[src/design/etfi_pkg.sv]
// Package for the escape-time fractal iteration block.
// Holds fixed-point widths, register indexes, FSM state type and shared structs.
// No dependencies.
package etfi_pkg;

	// Fixed-point format: signed Q3.FRAC_BITS
	localparam int FRAC_BITS  = 28;
	localparam int COUNT_BITS = 16;
	localparam int VAL_BITS   = FRAC_BITS + 3;
	// z after one update stays in (-8, 8): one more integer bit than a point
	localparam int Z_BITS     = VAL_BITS + 1;
	localparam int PROD_BITS  = 2 * Z_BITS;
	localparam int SUM_BITS   = PROD_BITS + 1;

	// Escape radius squared, 4.0 at the product scale
	localparam logic [SUM_BITS-1:0] FOUR_SQ = SUM_BITS'(4) << (2 * FRAC_BITS);

	localparam logic [COUNT_BITS-1:0] LIMIT_RESET = COUNT_BITS'(256);

	// APB register map
	localparam int ADDR_BITS = 4;
	localparam int DATA_BITS = 32;

	typedef enum logic [1:0] {
		REG_MODE   = 2'd0,
		REG_C_RE   = 2'd1,
		REG_C_IM   = 2'd2,
		REG_LIMIT  = 2'd3
	} reg_idx_t;

	typedef enum logic [2:0] {
		S_IDLE,
		S_SQX,
		S_SQY,
		S_MXY,
		S_UPD,
		S_DONE
	} state_t;

	typedef struct packed {
		logic                        julia_mode;
		logic signed [VAL_BITS-1:0]  c_real;
		logic signed [VAL_BITS-1:0]  c_imag;
		logic [COUNT_BITS-1:0]       limit;
	} cfg_t;

	typedef struct packed {
		logic                  valid;
		logic [COUNT_BITS-1:0] count;
		logic                  in_set;
	} result_t;

endpackage

[src/design/etfi_regs.sv]
// APB configuration registers of the escape-time block.
// Depends on etfi_pkg.
module etfi_regs import etfi_pkg::*; (
	input  logic                 clk,
	input  logic                 arst_n,
	input  logic                 psel,
	input  logic                 penable,
	input  logic                 pwrite,
	input  logic [ADDR_BITS-1:0] paddr,
	input  logic [DATA_BITS-1:0] pwdata,
	output logic [DATA_BITS-1:0] prdata,
	output cfg_t                 cfg
);

	cfg_t     cfg_q;
	reg_idx_t idx;
	logic     wr_en;

	assign idx   = reg_idx_t'(paddr[ADDR_BITS-1:2]);
	assign wr_en = psel && penable && pwrite;
	assign cfg   = cfg_q;

	always_ff @(posedge clk or negedge arst_n) begin
		if (!arst_n) begin
			cfg_q.julia_mode <= 1'b0;
			cfg_q.c_real     <= '0;
			cfg_q.c_imag     <= '0;
			cfg_q.limit      <= LIMIT_RESET;
		end else if (wr_en) begin
			unique case (idx)
				REG_MODE:  cfg_q.julia_mode <= pwdata[0];
				REG_C_RE:  cfg_q.c_real     <= pwdata[VAL_BITS-1:0];
				REG_C_IM:  cfg_q.c_imag     <= pwdata[VAL_BITS-1:0];
				REG_LIMIT: cfg_q.limit      <= pwdata[COUNT_BITS-1:0];
				default: ;
			endcase
		end
	end

	always_comb begin
		unique case (idx)
			REG_MODE:  prdata = DATA_BITS'(cfg_q.julia_mode);
			REG_C_RE:  prdata = DATA_BITS'(cfg_q.c_real);
			REG_C_IM:  prdata = DATA_BITS'(cfg_q.c_imag);
			REG_LIMIT: prdata = DATA_BITS'(cfg_q.limit);
			default:   prdata = '0;
		endcase
	end

endmodule

[src/design/etfi_mul.sv]
// Shared signed multiplier with a registered product.
// Depends on etfi_pkg.
module etfi_mul import etfi_pkg::*; (
	input  logic                        clk,
	input  logic signed [Z_BITS-1:0]    op_a,
	input  logic signed [Z_BITS-1:0]    op_b,
	output logic signed [PROD_BITS-1:0] prod_s1
);

	always_ff @(posedge clk) begin
		prod_s1 <= op_a * op_b;
	end

endmodule

[src/design/etfi_seq.sv]
// Iteration sequencer: holds z and c, steps the shared multiplier through
// x*x, y*y and x*y, then tests for escape and updates z. Depends on etfi_pkg, etfi_mul.
module etfi_seq import etfi_pkg::*; (
	input  logic                       clk,
	input  logic                       arst_n,
	input  cfg_t                       cfg,
	input  logic                       in_valid,
	output logic                       in_stall,
	input  logic signed [VAL_BITS-1:0] point_real,
	input  logic signed [VAL_BITS-1:0] point_imag,
	output result_t                    res,
	input  logic                       res_take
);

	state_t state_q, state_d;

	logic signed [Z_BITS-1:0]    x_q, y_q, cr_q, ci_q;
	logic signed [PROD_BITS-1:0] x2_q, y2_q;
	logic [COUNT_BITS-1:0]       n_q;

	logic signed [Z_BITS-1:0]    op_a, op_b;
	logic signed [PROD_BITS-1:0] prod_s1;

	logic                        accept;
	logic                        at_limit;
	logic [SUM_BITS-1:0]         mag_sq;
	logic                        escape;
	logic signed [SUM_BITS-1:0]  diff;
	logic signed [SUM_BITS-1:0]  diff_sh;
	logic signed [PROD_BITS-1:0] xy_sh;
	logic signed [Z_BITS-1:0]    x_next, y_next;

	etfi_mul u_mul (
		.clk     (clk),
		.op_a    (op_a),
		.op_b    (op_b),
		.prod_s1 (prod_s1)
	);

	assign accept   = in_valid && !in_stall;
	assign at_limit = (n_q == cfg.limit);

	// squares are non-negative, so the magnitude sum is an unsigned add
	assign mag_sq = {1'b0, x2_q} + {1'b0, y2_q};
	assign escape = (mag_sq > FOUR_SQ);

	// floor shifts: arithmetic right shift of the exact products
	assign diff    = {x2_q[PROD_BITS-1], x2_q} - {y2_q[PROD_BITS-1], y2_q};
	assign diff_sh = diff >>> FRAC_BITS;
	assign xy_sh   = prod_s1 >>> (FRAC_BITS - 1);
	assign x_next  = diff_sh[Z_BITS-1:0] + cr_q;
	assign y_next  = xy_sh[Z_BITS-1:0] + ci_q;

	always_ff @(posedge clk or negedge arst_n) begin
		if (!arst_n) begin
			state_q <= S_IDLE;
		end else begin
			state_q <= state_d;
		end
	end

	always_comb begin
		state_d    = state_q;
		in_stall   = 1'b1;
		res.valid  = 1'b0;
		res.count  = n_q;
		res.in_set = at_limit;
		op_a       = x_q;
		op_b       = y_q;
		unique case (state_q)
			S_IDLE: begin
				in_stall = 1'b0;
				if (in_valid) begin
					state_d = S_SQX;
				end
			end
			S_SQX: begin
				op_a = x_q;
				op_b = x_q;
				state_d = at_limit ? S_DONE : S_SQY;
			end
			S_SQY: begin
				op_a = y_q;
				op_b = y_q;
				state_d = S_MXY;
			end
			S_MXY: begin
				op_a = x_q;
				op_b = y_q;
				state_d = S_UPD;
			end
			S_UPD: begin
				state_d = escape ? S_DONE : S_SQX;
			end
			S_DONE: begin
				res.valid = 1'b1;
				if (res_take) begin
					state_d = S_IDLE;
				end
			end
			default: state_d = S_IDLE;
		endcase
	end

	always_ff @(posedge clk) begin
		if (accept) begin
			n_q <= '0;
			if (cfg.julia_mode) begin
				x_q  <= Z_BITS'(point_real);
				y_q  <= Z_BITS'(point_imag);
				cr_q <= Z_BITS'(cfg.c_real);
				ci_q <= Z_BITS'(cfg.c_imag);
			end else begin
				x_q  <= '0;
				y_q  <= '0;
				cr_q <= Z_BITS'(point_real);
				ci_q <= Z_BITS'(point_imag);
			end
		end
		if (state_q == S_SQY) begin
			x2_q <= prod_s1;
		end
		if (state_q == S_MXY) begin
			y2_q <= prod_s1;
		end
		if (state_q == S_UPD && !escape) begin
			x_q <= x_next;
			y_q <= y_next;
			n_q <= n_q + 1'b1;
		end
	end

endmodule

[src/design/escape_time_fractal_iteration.sv]
// Escape-time iteration (Mandelbrot / Julia) top level.
// Depends on etfi_pkg, etfi_regs, etfi_seq (which holds etfi_mul).
//
//   channel   direction   handshake           payload
//   -------   ---------   -----------------   ---------------------------------
//   in        request in  in_valid/in_stall   point_real, point_imag (Q3.28)
//   out       request out out_valid/out_stall escape_count, inside_set
//   cfg       APB slave   psel/penable/pready julia_mode, julia_c_real/imag,
//                                             iteration_limit
//
// One request at a time. Each update of z steps through S_SQX, S_SQY, S_MXY
// and S_UPD: the single 32x32 multiplier forms x*x, y*y and x*y in turn, then
// S_UPD tests |z|^2 > 4 and, unless z escaped, writes the new z.
// Reset (arst_n low) returns the sequencer to idle, clears the output valid
// flag and resets the configuration (Mandelbrot mode, c = 0, limit 256).
// A stalled result waits in the output register; the next request can be
// taken while it waits, and the sequencer holds its own finished result only
// if the output register is still full.
module escape_time_fractal_iteration import etfi_pkg::*; (
	input  logic                        clk,
	input  logic                        arst_n,
	// input request channel
	input  logic                        in_valid,
	output logic                        in_stall,
	input  logic signed [VAL_BITS-1:0]  point_real,
	input  logic signed [VAL_BITS-1:0]  point_imag,
	// output request channel
	output logic                        out_valid,
	input  logic                        out_stall,
	output logic [COUNT_BITS-1:0]       escape_count,
	output logic                        inside_set,
	// configuration port
	input  logic                        psel,
	input  logic                        penable,
	input  logic                        pwrite,
	input  logic [ADDR_BITS-1:0]        paddr,
	input  logic [DATA_BITS-1:0]        pwdata,
	output logic [DATA_BITS-1:0]        prdata,
	output logic                        pready
);

	cfg_t    cfg;
	result_t res;
	logic    res_take;

	logic                  out_valid_q;
	logic [COUNT_BITS-1:0] count_q;
	logic                  inside_q;

	assign pready = 1'b1;

	etfi_regs u_regs (
		.clk     (clk),
		.arst_n  (arst_n),
		.psel    (psel),
		.penable (penable),
		.pwrite  (pwrite),
		.paddr   (paddr),
		.pwdata  (pwdata),
		.prdata  (prdata),
		.cfg     (cfg)
	);

	etfi_seq u_seq (
		.clk        (clk),
		.arst_n     (arst_n),
		.cfg        (cfg),
		.in_valid   (in_valid),
		.in_stall   (in_stall),
		.point_real (point_real),
		.point_imag (point_imag),
		.res        (res),
		.res_take   (res_take)
	);

	// Output register: take a finished result when empty or being drained.
	assign res_take = !out_valid_q || !out_stall;

	always_ff @(posedge clk or negedge arst_n) begin
		if (!arst_n) begin
			out_valid_q <= 1'b0;
		end else if (res.valid && res_take) begin
			out_valid_q <= 1'b1;
		end else if (!out_stall) begin
			out_valid_q <= 1'b0;
		end
	end

	// payload needs no reset; it only advances with a handoff
	always_ff @(posedge clk) begin
		if (res.valid && res_take) begin
			count_q  <= res.count;
			inside_q <= res.in_set;
		end
	end

	assign out_valid    = out_valid_q;
	assign escape_count = count_q;
	assign inside_set   = inside_q;

	// A flagged inside point reports exactly the configured limit.
	a_inside_at_limit: assert property (@(posedge clk) disable iff (!arst_n)
		out_valid && inside_set |-> escape_count == cfg.limit)
		else $error("inside_set without count at limit");

	// An escaped point always reports fewer updates than the limit.
	a_escape_below_limit: assert property (@(posedge clk) disable iff (!arst_n)
		out_valid && !inside_set |-> escape_count < cfg.limit)
		else $error("escaped count not below limit");

	// Once a request is taken the block is busy on the next cycle.
	a_busy_after_accept: assert property (@(posedge clk) disable iff (!arst_n)
		in_valid && !in_stall |=> in_stall)
		else $error("request taken while previous one still iterating");

endmodule
[config.mk]
export PLATFORM = sky130hd
export DESIGN_NAME = escape_time_fractal_iteration
export DESIGN_NICKNAME = d
export VERILOG_FILES = /design/src/design/etfi_pkg.sv /design/src/design/etfi_regs.sv /design/src/design/etfi_mul.sv /design/src/design/etfi_seq.sv /design/src/design/escape_time_fractal_iteration.sv
export SDC_FILE = /design/constraint.sdc
export NUM_CORES = 2
export LEC_CHECK = 0
export BUFFER_PORTS_ARGS = -buffer_cell sky130_fd_sc_hd__clkbuf_2
export CAP_MARGIN = 10
export CORE_AREA = 3 3 357 359
export DETAILED_ROUTE_END_ITERATION = 16
export DIE_AREA = 0 0 360 362
export PLACE_DENSITY = 0.75
export SLEW_MARGIN = 15
export SYNTH_ARGS = -nofsm -noshare
export SYNTH_HDL_FRONTEND = slang
export SYNTH_SLANG_ARGS = --single-unit
[constraint.sdc]
create_clock -name clk -period 34.4 [get_ports clk]
set_clock_uncertainty 0.05 [all_clocks]
set_input_delay 0 -clock clk [delete_from_list [all_inputs] [get_ports clk]]
set_output_delay 0 -clock clk [all_outputs]
set_load 0.01 [all_outputs]
==> results.yml <==
run_status:
  status: "completed"
place:
  hpwl_um: 158000
  place_inst: 8018
  portBuffers: 152
  place.gp.congestion: 1.04
clock_tree:
  clkSlewWorstSetupHoldPaths_ns: 0.07
  postCtsHoldBufs: 100
  ctsResizeCount: 0
  cts_setup_buffers: 0
  clk_latency_ns: 0.61
  ctsLongestPathBuffers: 3
  numCtsBuffers: 43
  clock-sinks: 434
  cts_tree: "done"
  htree_levels: 2
  clockRootBuffer: "clkbuf_16"
grt:
  grt-ovfl-total: 0
  grt_util_all_layers: 0.315
  grt_pass1_wl_um: 310000
  grt_start_max_net_pins: 90
  antenna_found_initial: 1
  grt_pass1_vias: 51616
layout:
  area_growth_pct: 8.55
  multi_input_area_mm2: 0.0448
  drive_gt1_frac: 0.0953
  nNetsFinal: 8086
  final_core_util: 0.542
  seqCellArea_mm2: 0.0120
  n_fill_cell: 10697
  stdcell_count: 8199
critical_path:
  end_kind: "flop"
  cp_data_arrival_time_ns: 13.51
  cpMostUsedCell: "fa_1"
  crit_path_start_kind: "flop"
  max_stage_delay_ns: 0.96
  cp.required_ns: 34.81
  crit_slowest_cell: "a211oi_1"
  crit_fanout: 89
  crit_type: "reg2reg"
synth:
  ys_types: 92
  yosysWarningCount: 0
  yosys_register_bits: 434
  synth_nets: 7954
  syn_inst: 6394
  synth.yosys.seq_area_share: 0.193
  synth-edff-count: 287
  synth_flop_cell: "edfxtp_1"
  async_reset_ff_frac: 0.191
  syn_avg_cell_area_um2: 9.69
  syn_area_mm2: 0.0620
floorplan:
  io_pins: 157
  rows: 129
  initial_utilization: 0.499
  die_h_um: 362
  core_mm2: 0.124
  die_area_mm2: 0.130
  die_x_um: 360
route:
  wl_per_cell_um: 25.0
  drtAntennaViolNets: 0
  drtIter0Drc: 5172
  drc: 0
  drtPass1Iterations: 6
  viasPerCell: 5.96
  vias: 48891
  wl_um: 205000
job:
  max_cap_violations: 0
worst_hold_path:
  min_path_type: "in2async"
timing:
  post-route-min-period_ns: 13.10
  max-slew-margin-rel: 0.181
  finalHoldViolCount: 0
  setup_viol: 0
  maxSlewViolCount: 0
  fmax_mhz: 76.4
  finalSetupTns_ns: 0
  worst_slew_pin_slew_ns: 1.20
  rsz0062_at_grt: "false"
  finalCritPeriodShare: 0.381
## metrics by stage
step | cell area (um2) | worst slack [ns] | hold slack (ns)
CTS | 67300 | 21.82 | 0.0708
finish | 67300 | 21.30 | 0.104
global placement | 64700 | 22.15 | -0.209
floorplan | 62000 | 22.98 | -0.346
detailed placement | 64700 | 21.87 | -0.205
global route | 67300 | 21.04 | 0.142
## cells in the final DEF, fill, tap and decap left out, drive strengths merged, types with 87 or more instances in the layout
master / n
a21o: 87
a21oi: 201
buf: 92
clkbuf: 205
dlygate4sd3: 100
edfxtp: 287
fa: 1085
ha: 370
inv: 1172
mux2: 222
mux2i: 140
nand2: 692
nor2: 682
o21ai: 121
xnor2: 131
## layout make-up
type / count / area share
Sequential cell: 434 / 0.178
Clock inverter: 26 / 0.00441
Timing Repair Buffer: 343 / 0.0366
Tap cell: 1637 / 0.0304
Inverter: 1165 / 0.0650
Multi-Input combinational cell: 4539 / 0.666
Antenna cell: 1 / 0.0000372
Clock buffer: 54 / 0.0193
## critical path: cells and delay by family (launching register included)
| kind | cells | cell delay (ns) |
|---|---|---|
| AND/OR/NAND/NOR | 4 | 1.18 |
| XOR/XNOR | 1 | 0.13 |
| buffers and inverters | 8 | 1.80 |
| adder cells (fa/ha/maj) | 9 | 4.44 |
| multiplexers | 1 | 0.65 |
| AO/OA/AOI/OAI | 9 | 4.01 |
| flip-flops | 1 | 0.46 |
## layer usage
| layer | global-route usage | routed length (um) |
|---|---|---|
| met5 | 0 | 22 |
| met4 | 0.178 | 14300 |
| met3 | 0.0763 | 22000 |
| met2 | 0.502 | 92900 |
| met1 | 0.396 | 75500 |
## flip-flops by register name, indices dropped and copies added (netlist names)
signal,flops
escape_count,16
inside_set,1
out_valid,1
u_regs.cfg,79
u_seq.ci_q,31
u_seq.cr_q,31
u_seq.n_q,16
u_seq.state_q,3
u_seq.u_mul.prod_s1,64
u_seq.x2_q,64
u_seq.x_q,32
u_seq.y2_q,64
u_seq.y_q,32
## cells by family after synthesis
family | synth area share
flip-flops | 0.193
buffers and inverters | 0.0870
XOR/XNOR | 0.0276
multiplexers | 0.0634
other | 0.0000605
adder cells (fa/ha/maj) | 0.425
AO/OA/AOI/OAI | 0.0784
AND/OR/NAND/NOR | 0.125
## cells in the mapped netlist (all sizes together) (15+ instances only)
cell / instances / area [um2]
inv: 1165 / 4370
fa: 1085 / 21700
nand2: 692 / 2600
nor2: 682 / 2560
ha: 370 / 4630
edfxtp: 287 / 8620
mux2: 222 / 2500
clkbuf: 207 / 777
a21oi: 201 / 1010
mux2i: 140 / 1400
xnor2: 131 / 1150
o21ai: 121 / 606
a21o: 87 / 653
dfrtp: 82 / 2050
nor3: 72 / 372
nand3: 69 / 345
dfxtp: 64 / 1280
xor2: 64 / 561
buf: 49 / 243
nor4: 49 / 353
nor2b: 44 / 278
a31oi: 37 / 231
and3: 37 / 231
o21a: 37 / 285
nand2b: 36 / 225
o31ai: 36 / 275
o21bai: 32 / 240
a22o: 30 / 263
nand4: 28 / 175
a211oi: 25 / 188
o211ai: 22 / 170
or3: 20 / 125
and2: 16 / 100
or2: 15 / 93.8
## path summary, 6_finish.rpt
path / from / endpoint / slack [ns] / cells after the start
worst max-delay path: u_seq.state_q[1] / u_seq.u_mul.prod_s1[63] / 21.30 / 32
worst min-delay path: arst_n / u_regs.cfg[41] / 0.10 / 3
worst min register to register: u_seq.u_mul.prod_s1[63] / u_seq.x2_q[63] / 0.38 / 0
min in group clk: pwdata[25] / u_regs.cfg[72] / 0.13 / 3
worst max register to register: u_seq.state_q[1] / u_seq.u_mul.prod_s1[63] / 21.30 / 32
max in group asynchronous: arst_n / u_regs.cfg[78] / 33.48 / 3
Power is not shown: default switching activity piles up to over one toggle a cycle in this logic, so the estimate is an artifact.
